### src/hdl/hep_pkg.sv
// Types, register indexes, reset values and command codes for the Heston path stepper.
package hep_pkg;

   typedef struct packed {
      logic signed [31:0] dw_variance;
      logic signed [31:0] dw_price;
   } req_type;

   typedef struct packed {
      logic [31:0] price;
      logic [31:0] variance;
      logic [15:0] step_index;
      logic        last_of_path;
      logic        above_strike;
      logic [15:0] paths_done;
      logic [15:0] paths_above;
   } rsp_type;

   localparam int CsrIndexBits = 3;

   localparam logic [CsrIndexBits-1:0] CSR_MU_DT          = 3'd0;
   localparam logic [CsrIndexBits-1:0] CSR_KAPPA_DT       = 3'd1;
   localparam logic [CsrIndexBits-1:0] CSR_LONG_TERM_VAR  = 3'd2;
   localparam logic [CsrIndexBits-1:0] CSR_VOL_OF_VOL     = 3'd3;
   localparam logic [CsrIndexBits-1:0] CSR_INITIAL_VAR    = 3'd4;
   localparam logic [CsrIndexBits-1:0] CSR_INITIAL_PRICE  = 3'd5;
   localparam logic [CsrIndexBits-1:0] CSR_STRIKE         = 3'd6;
   localparam logic [CsrIndexBits-1:0] CSR_STEPS_PER_PATH = 3'd7;

   localparam logic signed [31:0] MU_DT_RESET          = 32'sd26844;
   localparam logic signed [31:0] KAPPA_DT_RESET       = 32'sd805306;
   localparam logic [30:0]        LONG_TERM_VAR_RESET  = 31'd40265318;
   localparam logic [30:0]        VOL_OF_VOL_RESET     = 31'd26843546;
   localparam logic [31:0]        INITIAL_VAR_RESET    = 32'd26843546;
   localparam logic [31:0]        INITIAL_PRICE_RESET  = 32'd6553600;
   localparam logic [31:0]        STRIKE_RESET         = 32'd7208960;
   localparam logic [15:0]        STEPS_PER_PATH_RESET = 16'd1000;

   // one root bit per iteration: sqrt of a 60-bit radicand
   localparam int SqrtSteps = 30;

   typedef enum logic [2:0] {
      MUL_NONE,
      MUL_KAPPA,
      MUL_SIGMA,
      MUL_SG_DW1,
      MUL_S_DW2,
      MUL_P_LO,
      MUL_P_HI
   } mul_sel_type;

   typedef enum logic [2:0] {
      ACC_NONE,
      ACC_VAR,
      ACC_FACTOR,
      ACC_PLO,
      ACC_PHI
   } acc_sel_type;

   typedef struct packed {
      logic        load;
      logic        sqrt_step;
      mul_sel_type mul_sel;
      acc_sel_type acc_sel;
      logic        finish;
   } cmd_type;

   typedef enum logic [1:0] {
      ST_IDLE,
      ST_SQRT,
      ST_CALC,
      ST_FINISH
   } state_type;

endpackage

### src/hdl/heston_euler_path_step.sv
// Top level of the Heston Euler-Maruyama path stepper.
//
//   channel   direction  handshake               payload
//   req_      in         req_valid / req_ready   req_item  (dw_variance, dw_price)
//   rsp_      out        rsp_valid / rsp_ready   rsp_item  (price, variance, step, counts)
//   csr_      in         csr_we                  csr_index, csr_wdata
//
// An item is loaded at its accepting edge, then takes 30 square-root iterations,
// the calculation phases on the shared 33x32 multiplier and a finish step that updates
// the path state and the output register; no new item is accepted until that finish
// step is done.
// Reset is synchronous and restores the register defaults and the path state.
// The next item is accepted while a result waits; a step stalls in its last
// cycle only if the previous result has not been taken yet.
module heston_euler_path_step #(
   parameter int COUNTER_BITS = 16
) (
   input  logic                             clock,
   input  logic                             reset,
   input  logic                             req_valid,
   output logic                             req_ready,
   input  hep_pkg::req_type                 req_item,
   output logic                             rsp_valid,
   input  logic                             rsp_ready,
   output hep_pkg::rsp_type                 rsp_item,
   input  logic                             csr_we,
   input  logic [hep_pkg::CsrIndexBits-1:0] csr_index,
   input  logic [31:0]                      csr_wdata
);
   import hep_pkg::*;

   cmd_type cmd;

   hep_ctrl u_ctrl (
      .clock     (clock),
      .reset     (reset),
      .req_valid (req_valid),
      .req_ready (req_ready),
      .rsp_valid (rsp_valid),
      .rsp_ready (rsp_ready),
      .cmd       (cmd)
   );

   hep_datapath #(
      .COUNTER_BITS (COUNTER_BITS)
   ) u_datapath (
      .clock     (clock),
      .reset     (reset),
      .cmd       (cmd),
      .req_item  (req_item),
      .csr_we    (csr_we),
      .csr_index (csr_index),
      .csr_wdata (csr_wdata),
      .rsp_item  (rsp_item)
   );

endmodule

### src/hdl/hep_ctrl.sv
// Sequencer for the Heston path stepper: handshakes and datapath commands.
module hep_ctrl (
   input  logic             clock,
   input  logic             reset,
   input  logic             req_valid,
   output logic             req_ready,
   output logic             rsp_valid,
   input  logic             rsp_ready,
   output hep_pkg::cmd_type cmd
);
   import hep_pkg::*;

   localparam logic [4:0] SQRT_LAST = 5'(SqrtSteps - 1);

   localparam logic [4:0] PH_KAPPA  = 5'd0;
   localparam logic [4:0] PH_SIGMA  = 5'd1;
   localparam logic [4:0] PH_SG_DW1 = 5'd2;
   localparam logic [4:0] PH_S_DW2  = 5'd3;
   localparam logic [4:0] PH_FACTOR = 5'd4;
   localparam logic [4:0] PH_P_LO   = 5'd5;
   localparam logic [4:0] PH_P_HI   = 5'd6;
   localparam logic [4:0] PH_PHI    = 5'd7;

   state_type  state_ff, state_in;
   logic [4:0] cnt_ff, cnt_in;
   logic       rsp_valid_ff, rsp_valid_in;

   always_ff @(posedge clock) begin
      if (reset) begin
         state_ff     <= ST_IDLE;
         cnt_ff       <= '0;
         rsp_valid_ff <= 1'b0;
      end else begin
         state_ff     <= state_in;
         cnt_ff       <= cnt_in;
         rsp_valid_ff <= rsp_valid_in;
      end
   end

   always_comb begin
      state_in      = state_ff;
      cnt_in        = cnt_ff;
      rsp_valid_in  = rsp_valid_ff & ~rsp_ready;
      cmd           = '0;
      cmd.mul_sel   = MUL_NONE;
      cmd.acc_sel   = ACC_NONE;
      req_ready     = 1'b0;
      case (state_ff)
         ST_IDLE: begin
            req_ready = 1'b1;
            if (req_valid) begin
               cmd.load = 1'b1;
               cnt_in   = '0;
               state_in = ST_SQRT;
            end
         end
         ST_SQRT: begin
            cmd.sqrt_step = 1'b1;
            if (cnt_ff == SQRT_LAST) begin
               cnt_in   = '0;
               state_in = ST_CALC;
            end else begin
               cnt_in = cnt_ff + 5'd1;
            end
         end
         ST_CALC: begin
            cnt_in = cnt_ff + 5'd1;
            case (cnt_ff)
               PH_KAPPA:  cmd.mul_sel = MUL_KAPPA;
               PH_SIGMA: begin
                  cmd.mul_sel = MUL_SIGMA;
                  cmd.acc_sel = ACC_VAR;
               end
               PH_SG_DW1: cmd.mul_sel = MUL_SG_DW1;
               PH_S_DW2: begin
                  cmd.mul_sel = MUL_S_DW2;
                  cmd.acc_sel = ACC_VAR;
               end
               PH_FACTOR: cmd.acc_sel = ACC_FACTOR;
               PH_P_LO:   cmd.mul_sel = MUL_P_LO;
               PH_P_HI: begin
                  cmd.mul_sel = MUL_P_HI;
                  cmd.acc_sel = ACC_PLO;
               end
               PH_PHI: begin
                  cmd.acc_sel = ACC_PHI;
                  cnt_in      = '0;
                  state_in    = ST_FINISH;
               end
               default: begin
                  cnt_in   = '0;
                  state_in = ST_FINISH;
               end
            endcase
         end
         ST_FINISH: begin
            if (!rsp_valid_ff || rsp_ready) begin
               cmd.finish   = 1'b1;
               rsp_valid_in = 1'b1;
               state_in     = ST_IDLE;
            end
         end
         default: state_in = ST_IDLE;
      endcase
   end

   assign rsp_valid = rsp_valid_ff;

endmodule

### src/hdl/hep_datapath.sv
// Datapath: registers, path state, bit-serial square root and shared multiplier.
module hep_datapath #(
   parameter int COUNTER_BITS = 16
) (
   input  logic                               clock,
   input  logic                               reset,
   input  hep_pkg::cmd_type                   cmd,
   input  hep_pkg::req_type                   req_item,
   input  logic                               csr_we,
   input  logic [hep_pkg::CsrIndexBits-1:0]   csr_index,
   input  logic [31:0]                        csr_wdata,
   output hep_pkg::rsp_type                   rsp_item
);
   import hep_pkg::*;

   localparam logic [39:0] U32_MAX_40 = 40'h00_FFFF_FFFF;

   // configuration
   logic signed [31:0] mu_dt_ff, kappa_dt_ff;
   logic [30:0]        theta_ff, sigma_ff;
   logic [31:0]        init_var_ff, init_price_ff, strike_ff;
   logic [15:0]        steps_ff;

   // path state
   logic [31:0]             cur_price_ff, cur_price_in;
   logic [31:0]             cur_var_ff, cur_var_in;
   logic [15:0]             step_ff, step_in;
   logic [COUNTER_BITS-1:0] done_ff, done_in;
   logic [COUNTER_BITS-1:0] above_ff, above_in;

   // work registers
   logic signed [31:0] dw1_ff, dw2_ff;
   logic [59:0]        rad_ff;
   logic [32:0]        rem_ff, rem_in;
   logic [29:0]        root_ff, root_in;
   logic [64:0]        prod_ff, prod_in;
   logic               neg_ff;
   logic signed [39:0] vacc_ff;
   logic signed [35:0] factor_ff;
   logic [39:0]        pacc_ff;
   rsp_type            rsp_ff, rsp_in;

   // operand preparation
   logic signed [32:0] diff;
   logic [32:0]        diff_neg;
   logic [31:0]        diff_mag, kappa_mag, dw1_mag, dw2_mag;
   logic [32:0]        mul_a;
   logic [31:0]        mul_b;
   logic               mul_neg;
   logic [36:0]        prod_q;
   logic signed [39:0] prod_sq;

   // square root step
   logic [32:0] rem_sh, trial;

   // step result
   logic        factor_pos;
   logic [16:0] idx;
   logic        last;
   logic        above;
   logic [31:0] new_p, new_v;
   logic [31:0] done_ext, above_ext;

   assign diff      = $signed({2'b00, theta_ff}) - $signed({1'b0, cur_var_ff});
   assign diff_neg  = 33'(-diff);
   assign diff_mag  = diff[32] ? diff_neg[31:0] : diff[31:0];
   assign kappa_mag = kappa_dt_ff[31] ? 32'(-kappa_dt_ff) : kappa_dt_ff;
   assign dw1_mag   = dw1_ff[31] ? 32'(-dw1_ff) : dw1_ff;
   assign dw2_mag   = dw2_ff[31] ? 32'(-dw2_ff) : dw2_ff;

   assign factor_pos = ~factor_ff[35] && (factor_ff != 36'sd0);

   always_comb begin
      mul_a   = '0;
      mul_b   = '0;
      mul_neg = 1'b0;
      case (cmd.mul_sel)
         MUL_KAPPA: begin
            mul_a   = {1'b0, diff_mag};
            mul_b   = kappa_mag;
            mul_neg = diff[32] ^ kappa_dt_ff[31];
         end
         MUL_SIGMA: begin
            mul_a = {3'b000, root_ff};
            mul_b = {1'b0, sigma_ff};
         end
         MUL_SG_DW1: begin
            mul_a   = prod_ff[60:28];
            mul_b   = dw1_mag;
            mul_neg = dw1_ff[31];
         end
         MUL_S_DW2: begin
            mul_a   = {3'b000, root_ff};
            mul_b   = dw2_mag;
            mul_neg = dw2_ff[31];
         end
         MUL_P_LO: begin
            mul_a = {5'b0, factor_ff[27:0]};
            mul_b = cur_price_ff;
         end
         MUL_P_HI: begin
            mul_a = {27'b0, factor_ff[33:28]};
            mul_b = cur_price_ff;
         end
         default: begin
            mul_a = '0;
            mul_b = '0;
         end
      endcase
      prod_in = 65'(mul_a) * 65'(mul_b);
   end

   assign prod_q  = prod_ff[64:28];
   assign prod_sq = neg_ff ? -$signed({3'b000, prod_q}) : $signed({3'b000, prod_q});

   // restoring square root, two radicand bits per root bit
   assign rem_sh = {rem_ff[30:0], rad_ff[59:58]};
   assign trial  = {1'b0, root_ff, 2'b01};

   always_comb begin
      if (rem_sh >= trial) begin
         rem_in  = rem_sh - trial;
         root_in = {root_ff[28:0], 1'b1};
      end else begin
         rem_in  = rem_sh;
         root_in = {root_ff[28:0], 1'b0};
      end
   end

   // end of step
   always_comb begin
      idx   = {1'b0, step_ff} + 17'd1;
      last  = idx >= {1'b0, steps_ff};

      if (vacc_ff < 40'sd0)
         new_v = '0;
      else if (vacc_ff > $signed(U32_MAX_40))
         new_v = '1;
      else
         new_v = vacc_ff[31:0];

      if (!factor_pos)
         new_p = '0;
      else if (pacc_ff > U32_MAX_40)
         new_p = '1;
      else
         new_p = pacc_ff[31:0];

      above = last && (new_p > strike_ff);

      done_in  = last ? done_ff + COUNTER_BITS'(1) : done_ff;
      above_in = above ? above_ff + COUNTER_BITS'(1) : above_ff;

      if (last) begin
         cur_price_in = init_price_ff;
         cur_var_in   = init_var_ff;
         step_in      = '0;
      end else begin
         cur_price_in = new_p;
         cur_var_in   = new_v;
         step_in      = idx[15:0];
      end

      done_ext  = 32'(done_in);
      above_ext = 32'(above_in);

      rsp_in.price        = new_p;
      rsp_in.variance     = new_v;
      rsp_in.step_index   = idx[15:0];
      rsp_in.last_of_path = last;
      rsp_in.above_strike = above;
      rsp_in.paths_done   = done_ext[15:0];
      rsp_in.paths_above  = above_ext[15:0];
   end

   // configuration and path state
   always_ff @(posedge clock) begin
      if (reset) begin
         mu_dt_ff      <= MU_DT_RESET;
         kappa_dt_ff   <= KAPPA_DT_RESET;
         theta_ff      <= LONG_TERM_VAR_RESET;
         sigma_ff      <= VOL_OF_VOL_RESET;
         init_var_ff   <= INITIAL_VAR_RESET;
         init_price_ff <= INITIAL_PRICE_RESET;
         strike_ff     <= STRIKE_RESET;
         steps_ff      <= STEPS_PER_PATH_RESET;
         cur_price_ff  <= INITIAL_PRICE_RESET;
         cur_var_ff    <= INITIAL_VAR_RESET;
         step_ff       <= '0;
         done_ff       <= '0;
         above_ff      <= '0;
      end else begin
         if (csr_we) begin
            case (csr_index)
               CSR_MU_DT:          mu_dt_ff      <= csr_wdata;
               CSR_KAPPA_DT:       kappa_dt_ff   <= csr_wdata;
               CSR_LONG_TERM_VAR:  theta_ff      <= csr_wdata[30:0];
               CSR_VOL_OF_VOL:     sigma_ff      <= csr_wdata[30:0];
               CSR_INITIAL_VAR:    init_var_ff   <= csr_wdata;
               CSR_INITIAL_PRICE:  init_price_ff <= csr_wdata;
               CSR_STRIKE:         strike_ff     <= csr_wdata;
               CSR_STEPS_PER_PATH: steps_ff      <= csr_wdata[15:0];
               default: ;
            endcase
         end
         if (cmd.finish) begin
            cur_price_ff <= cur_price_in;
            cur_var_ff   <= cur_var_in;
            step_ff      <= step_in;
            done_ff      <= done_in;
            above_ff     <= above_in;
         end
      end
   end

   // work registers
   always_ff @(posedge clock) begin
      if (cmd.load) begin
         dw1_ff    <= req_item.dw_variance;
         dw2_ff    <= req_item.dw_price;
         rad_ff    <= {cur_var_ff, 28'b0};
         rem_ff    <= '0;
         root_ff   <= '0;
         vacc_ff   <= $signed({8'b0, cur_var_ff});
         factor_ff <= 36'sd268435456 + 36'(mu_dt_ff);
      end
      if (cmd.sqrt_step) begin
         rad_ff  <= {rad_ff[57:0], 2'b00};
         rem_ff  <= rem_in;
         root_ff <= root_in;
      end
      if (cmd.mul_sel != MUL_NONE) begin
         prod_ff <= prod_in;
         neg_ff  <= mul_neg;
      end
      case (cmd.acc_sel)
         ACC_VAR:    vacc_ff   <= vacc_ff + prod_sq;
         ACC_FACTOR: factor_ff <= factor_ff + prod_sq[35:0];
         ACC_PLO:    pacc_ff   <= {3'b000, prod_q};
         ACC_PHI:    pacc_ff   <= pacc_ff + prod_ff[39:0];
         default: ;
      endcase
      if (cmd.finish)
         rsp_ff <= rsp_in;
   end

   assign rsp_item = rsp_ff;

endmodule

### config.mk
export PLATFORM = sky130hd
export DESIGN_NAME = heston_euler_path_step
export DESIGN_NICKNAME = d
export VERILOG_FILES = /design/src/hdl/hep_pkg.sv /design/src/hdl/heston_euler_path_step.sv /design/src/hdl/hep_ctrl.sv /design/src/hdl/hep_datapath.sv
export SDC_FILE = /design/constraint.sdc
export NUM_CORES = 2
export LEC_CHECK = 0
export BUFFER_PORTS_ARGS = -buffer_cell sky130_fd_sc_hd__buf_4
export CAP_MARGIN = 20
export CELL_PAD_IN_SITES_DETAIL_PLACEMENT = 0
export CELL_PAD_IN_SITES_GLOBAL_PLACEMENT = 2
export CORE_ASPECT_RATIO = 0.9
export CORE_MARGIN = 2
export CORE_UTILIZATION = 44
export CTS_CLUSTER_DIAMETER = 120
export DETAILED_ROUTE_END_ITERATION = 16
export PLACE_DENSITY_LB_ADDON = 0.08
export SKIP_LAST_GASP = 1
export SLEW_MARGIN = 20
export SYNTH_ARGS = -nofsm -noshare
export SYNTH_HDL_FRONTEND = slang
export SYNTH_SLANG_ARGS = --single-unit
### constraint.sdc
create_clock -name clock -period 20.8 [get_ports clock]
set_input_delay 4.16 -clock clock [delete_from_list [all_inputs] [get_ports clock]]
set_output_delay 4.16 -clock clock [all_outputs]
set_load 0.03 [all_outputs]
# --- After elaboration in Yosys (flattened, before gate mapping) ---
# Cells that the tools add are included.
totals:
  ff_bits: 811
  inputBits: 104
  wordCells: 170
op_classes:
  addsub: 15
  n_mul: 1
  order_cmp: 6
  n_eq_ne: 32
  muxes: 50
  bitwise: 4
  reduce_logical: 28
ops:
  columns: ["op", "n"]
  rows:
  - ["32-bit two-way mux", 10]
  - ["33-bit one-hot mux with 5 select lines", 1]
  - ["32-bit one-hot mux with 5 select lines", 1]
  - ["32-bit negation", 4]
  - ["40-bit two-way mux", 3]
  - ["60-bit two-way mux", 2]
  - ["31-bit two-way mux", 3]
  - ["40-bit adder", 2]
  - ["40-bit one-hot mux with 2 select lines", 1]
  - ["36-bit two-way mux", 2]
  - ["33-bit by 32-bit multiplier with 65-bit output", 1]
  - ["30-bit two-way mux", 2]
  - ["16-bit two-way mux", 3]
  - ["40-bit by 32-bit > comparator with 1-bit output, second input constant", 1]
  - ["40-bit by 33-bit > comparator with 1-bit output, second input constant", 1]
  - ["40-bit by 1-bit < comparator with 1-bit output, second input constant", 1]
  - ["37-bit negation with 40-bit output", 1]
  - ["36-bit adder", 1]
  - ["36-bit nonzero test", 1]
  - ["30-bit by 32-bit adder with 33-bit output, first input constant", 1]
  - ["33-bit by 32-bit greater-or-equal comparator with 1-bit output", 1]
  - ["31-bit by 32-bit subtractor with 33-bit output", 1]
  - ["16-bit by 1-bit adder with 16-bit output, second input constant", 2]
  - ["32-bit > comparator", 1]
  - ["other kinds (39)", 89]

# --- Depth between registers and ports, before layout ---
logic_depth:
  depth_word: 8
  ltp_mapped: 45
  depth_no_buf: 42

# --- Modules after synthesis ---
# A second synthesis with hierarchy kept.
unflattened:
  hier_cells: 9008
  hier_area_um2: 79698.9
modules_own_cells:
  columns: ["module", "n_inst", "cells_per_inst", "area_each_um2", "seq_area_each_um2"]
  rows:
  - ["hep_datapath", 1, 8921, 79029.5, 20609.8]
  - ["hep_ctrl", 1, 87, 669.4, 160.2]

# --- Worst setup path before layout ---
# Ideal clock, no wire load.
synth_timing:
  kind: "flip-flop to flip-flop"
  start: "reg u_datapath.theta_ff[0]"
  end: "reg u_datapath.prod_ff[62], data pin"
  setup_ns: 0.265
  t_arrival_ns: 10.739
  required_ns: 20.535
  path_slack_ns: 9.796
  path_stages_with_launch: 41
  n_path_buf: 2
  cell_sequence: "dfxtp_1 > inv_1 > ha_1 > fa_1 > nor2b_1 > o31ai_1 > a211oi_1 > or2_1 > xor2_1 > nor4_2 > nand4_2 > o31ai_1 > xor2_1 > a221oi_1 > clkbuf_1 > nor2_1 > fa_1 > fa_1 > [5 not listed] > fa_1 > fa_1 > inv_1 > fa_1 > inv_1 > ha_1 > clkbuf_1 > a211oi_1 > o211ai_1 > a22oi_1 > o21ai_0 > a31oi_1 > o21ai_0 > a21o_1 > a31o_2 > a41o_1 > and4_1 > or3_1"
synth_via:
  elab_chain_len: 5
synth_lines:
  columns: ["item", "line", "rtl"]
  rows:
  - ["start, declared", "hep_datapath.sv:20", "logic [30:0] theta_ff, sigma_ff;"]
  - ["start signal, assigned", "hep_datapath.sv:197", "CSR_LONG_TERM_VAR: theta_ff <= csr_wdata[30:0];"]
  - ["31-bit by 32-bit subtractor with 33-bit output (*)", "hep_datapath.sv:64", "assign diff = $signed({2'b00, theta_ff}) - $signed({1'b0, cur_var_ff});"]
  - ["32-bit negation", "hep_datapath.sv:65", "assign diff_neg = 33'(-diff);"]
  - ["32-bit two-way mux (*)", "hep_datapath.sv:66", "assign diff_mag = diff[32] ? diff_neg[31:0] : diff[31:0];"]
  - ["33-bit one-hot mux with 5 select lines (*)", "hep_datapath.sv:77", "case (cmd.mul_sel)"]
  - ["33-bit by 32-bit multiplier with 65-bit output (*)", "hep_datapath.sv:110", "prod_in = 65'(mul_a) * 65'(mul_b);"]
  - ["named net u_datapath.prod_in[62]", "hep_datapath.sv:36", "logic [64:0] prod_ff, prod_in;"]
  - ["end signal, assigned", "hep_datapath.sv:233", "prod_ff <= prod_in;"]
  - ["end, declared", "hep_datapath.sv:36", null]
# The timed path passes the listed nets; every way through them passes the cells marked *.
# A chain may end at the register's enable or synchronous reset.

# --- Final worst setup path ---
layout_timing:
  start: "reg u_datapath.cur_var_ff[0]"
  end: "reg u_datapath.prod_ff[59], data pin"
layout_via:
  elab_chain_len: 5
layout_lines:
  columns: ["item", "line", "rtl"]
  rows:
  - ["start, declared", "hep_datapath.sv:26", "logic [31:0] cur_var_ff, cur_var_in;"]
  - ["start signal, assigned", "hep_datapath.sv:208", "cur_var_ff <= cur_var_in;"]
  - ["31-bit by 32-bit subtractor with 33-bit output (*)", "hep_datapath.sv:64", null]
  - ["32-bit negation", "hep_datapath.sv:65", null]
  - ["32-bit two-way mux (*)", "hep_datapath.sv:66", null]
  - ["33-bit one-hot mux with 5 select lines (*)", "hep_datapath.sv:77", null]
  - ["33-bit by 32-bit multiplier with 65-bit output (*)", "hep_datapath.sv:110", null]
  - ["named net u_datapath.prod_in[59]", "hep_datapath.sv:36", null]
# Marked as above.

==> metrics.log <==
[metrics] outcome: completed
[metrics] net count after synthesis: approximately 11,000
[metrics] P per Cell Area: 87.4 mW/mm2
[metrics] clock period minus final worst setup slack: 13.08 ns
[metrics] post-detailed-placement cell area: 0.0842 mm2
[metrics] Crit path largest cell delay: 0.88 ns
[metrics] CTS max path bufs: 3
[metrics] count of hold-fix buffers inserted at cts: 0
[metrics] area delta synth->final: 9.62%
[metrics] final core utilization: 0.485
[metrics] starting density of the core: 0.442
[metrics] Worst VDD drop: 0.0000863 V
[metrics] library cell appearing most often on the critical path: sky130_fd_sc_hd__fa_1
[metrics] RSZ-0062 raised after global routing: false
[metrics] most frequently used flop master after synthesis: sky130_fd_sc_hd__edfxtp_1
[metrics] CTS root buffer: sky130_fd_sc_hd__clkbuf_16
[metrics] final-report setup violation count: 0
[metrics] share of the cycle needed by the critical path after routing: 0.629
[metrics] cells resized by post-CTS repair: 0
[metrics] post-route setup TNS: 0 ns
[metrics] max-cap violation count: 0
[metrics] EDFF count, synth: 453
[metrics] DR iter-0 viols: about 6,400
[metrics] max-slew violation count: 0
[metrics] data arrival time of the critical path: ~14 ns
[metrics] area fraction of the dominant cell type after synthesis: 0.233
[metrics] die span in y: 408 um
[metrics] library cell occupying the most area in the post-synthesis netlist: sky130_fd_sc_hd__fa_1
[metrics] Mapped Avg Cell Area: about 9 um2
[metrics] proportion of layout cells with a drive suffix above 1: 0.0727
[metrics] CTS buffer count: 89
[metrics] detail-routed net length per standard cell: 26.5 um
[metrics] pin count of the biggest net entering global routing: 142
[metrics] final total power: roughly 0.0076 W
[metrics] Skew-Pair Late Insertion Delay: 0.75 ns
[metrics] number of buffers inserted by port buffering: 219
[metrics] number of antenna-violating nets in the routed design: 0
[metrics] total wire length: ~300 mm
[metrics] Sinks on Clock Net: 811
[metrics] top post-synthesis cells by count: 1,503 x sky130_fd_sc_hd__nand2_1, 1,269 x sky130_fd_sc_hd__inv_1, 930 x sky130_fd_sc_hd__fa_1, 718 x sky130_fd_sc_hd__nor2_1, 505 x sky130_fd_sc_hd__ha_1
[metrics] Post-Route Skew: 0.0563 ns
[metrics] number of ports placed on the die boundary: 220
[metrics] element type at the critical path start: flip-flop
[metrics] CP max stage cell: sky130_fd_sc_hd__o21a_1
[metrics] transition time at the pin with the least slew margin: 1.12 ns
[metrics] number of iterations in the first detailed-routing pass: 8
[metrics] Leakage Power: 38.1 nW
[metrics] post-route non-filler standard cell count: 11,500
[metrics] most repeated cell in the gate-level netlist after synthesis: sky130_fd_sc_hd__nand2_1
[metrics] Final Hold Fails: 0
[metrics] Filler Cell Count: 17,500
[metrics] sequential share of the synthesized area: 0.260
[metrics] GPL Wtd Cong: 0.957
[metrics] total DRC errors in the routed layout: 0
[metrics] headroom to the max-slew limit: 0.252
[metrics] wire length of the first global-routing pass: 446 mm
[metrics] number of placement rows: ~150
[metrics] clock-pin slew reported for the worst setup and hold paths after clock tree synthesis: around 0.06 ns
[metrics] via count: between 60,000 and 70,000
[metrics] HPWL after detailed placement: 234 mm
[metrics] top area cells in the synthesized netlist: sky130_fd_sc_hd__fa_1 23%, sky130_fd_sc_hd__edfxtp_1 17%, sky130_fd_sc_hd__dfxtp_1 9.0%, sky130_fd_sc_hd__ha_1 7.9%, sky130_fd_sc_hd__nand2_1 7.1%
[metrics] total die area: 0.185 mm2
[metrics] clock tree from TritonCTS: built
[metrics] worst-path fanout max: 14
[metrics] initial antenna violation count: 23
[metrics] endpoint type of the worst setup path: flip-flop
[metrics] post-synthesis instance area: between 0.07 and 0.08 mm2
[metrics] distinct cell type count of the synthesized netlist: 93
[metrics] H-Tree Level Count: 3
[metrics] type of the worst min-delay path: reg -> reg
[metrics] dpl cells: 11,300
[metrics] per-cell via count in the routed design: about 5.7
[metrics] area of all placed cells without fillers: roughly 0.087 mm2
[metrics] vias in the first global route: about 65,000
[metrics] number of nets in the final layout: 10,600
[metrics] Syn. warnings: 0
[metrics] grt ovf: 0
[metrics] buffer count from post-CTS setup fixing: 0
[metrics] total track usage: 0.329
[metrics] Syn Inst Count: roughly 9,000
[metrics] die outline width: 453 um
[metrics] flops & latches, synth: 811
[metrics] share of synthesized registers carrying an async set or reset: 0
[metrics] required arrival time at the worst endpoint: 21.29 ns
[metrics] CORE AREA: 0.180 mm2
[metrics] start-to-end type of the worst setup path: reg -> reg
[metrics] highest clock rate: approximately 76 MHz
[cells by family (layout without fill, tap and decap cells)]
family	after synthesis	count (layout)	synth area share
compound gates	1518	1518	0.122
xor+xnor	422	422	0.0464
fa+ha+maj	1435	1435	0.313
buf+inv	1719	1822	0.0823
flops	811	811	0.260
mux	72	72	0.00918
other cells	0	6	0
simple gates	3009	3009	0.167
[sequential cells by signal, indices dropped and copies added (netlist names), 32 cells and up]
| signal | cells |
|---|---|
| u_datapath.factor_ff | 36 |
| u_datapath.prod_ff | 65 |
| u_datapath.cur_price_ff | 32 |
| u_datapath.strike_ff | 32 |
| u_datapath.init_var_ff | 32 |
| u_datapath.init_price_ff | 32 |
| u_datapath.rsp_item | 114 |
| u_datapath.rad_ff | 32 |
| u_datapath.pacc_ff | 40 |
| u_datapath.dw2_ff | 32 |
| u_datapath.kappa_dt_ff | 32 |
| u_datapath.mu_dt_ff | 32 |
| u_datapath.dw1_ff | 32 |
| u_datapath.cur_var_ff | 32 |
| u_datapath.vacc_ff | 40 |
[cells in the final DEF, fill, tap and decap left out, types with 91 or more instances in the layout]
cell type / synthesis / layout
sky130_fd_sc_hd__edfxtp_1: 453 / 453
sky130_fd_sc_hd__dfxtp_1: 358 / 358
sky130_fd_sc_hd__a211oi_1: 101 / 91
sky130_fd_sc_hd__xnor2_1: 237 / 237
sky130_fd_sc_hd__clkbuf_16: 0 / 92
sky130_fd_sc_hd__nand2_1: 1503 / 1498
sky130_fd_sc_hd__buf_4: 1 / 383
sky130_fd_sc_hd__a21oi_1: 452 / 451
sky130_fd_sc_hd__ha_1: 505 / 504
sky130_fd_sc_hd__a21o_1: 133 / 133
sky130_fd_sc_hd__nor2_1: 718 / 709
sky130_fd_sc_hd__nand3_1: 111 / 110
sky130_fd_sc_hd__inv_1: 1269 / 1267
sky130_fd_sc_hd__fa_1: 930 / 930
sky130_fd_sc_hd__xor2_1: 185 / 185
sky130_fd_sc_hd__o21ai_0: 328 / 325
sky130_fd_sc_hd__and2_1: 120 / 120
[per-layer routing]
metal  global-route usage  part of all wire
met1                0.493              0.45
met2                0.487              0.43
met3               0.0538             0.083
met4               0.0950             0.033
met5                    0          0.000089
[worst max-delay path: cells and delay by family, from the launching register on]
family                   cells  cell delay, ns
flip-flops                   1            0.34
XOR/XNOR                     3            0.68
AO/OA/AOI/OAI               12            4.51
buffers and inverters        4            0.19
adder cells (fa/ha/maj)     11            5.12
AND/OR/NAND/NOR              7            1.95
[per-stage QoR]
stage | setup WS (ns) | hold WS (ns)
floorplan | 9.80 | 0.433
global placement | 7.73 | 0.441
detailed placement | 7.92 | 0.446
CTS | 7.89 | 0.455
global route | 7.11 | 0.468
finish | 7.72 | 0.454
[cell type report]
cell class	instances	area, um2	area share
antenna	6	15.0	0.000172
multi-input combinational	6456	52800	0.604
tap	2400	3000	0.0344
timing repair buffer	386	2930	0.0336
inverter	1269	4770	0.0546
sequential	811	20800	0.238
clock inverter	54	677	0.00774
clock buffer	113	2470	0.0283
[path summary, 6_finish.rpt]
check | from | to | slack (ns) | cells after the start
hold / removal | u_datapath.strike_ff[15] | u_datapath.strike_ff[15] | 0.45 | 2
setup reg to reg | u_datapath.cur_var_ff[0] | u_datapath.prod_ff[59] | 7.72 | 37
hold reg to reg | u_datapath.strike_ff[15] | u_datapath.strike_ff[15] | 0.45 | 2
setup / recovery | u_datapath.cur_var_ff[0] | u_datapath.prod_ff[59] | 7.72 | 37
[report_power, final]
| part | switching [W] | total [W] | internal [W] |
|---|---|---|---|
| logic | 0.00243 | 0.00359 | 0.00116 |
| clock network | 0.000762 | 0.00173 | 0.000970 |
| registers | 0.000276 | 0.00232 | 0.00204 |
| total | 0.00346 | 0.00764 | 0.00417 |
(Power assumes the default switching activity.)
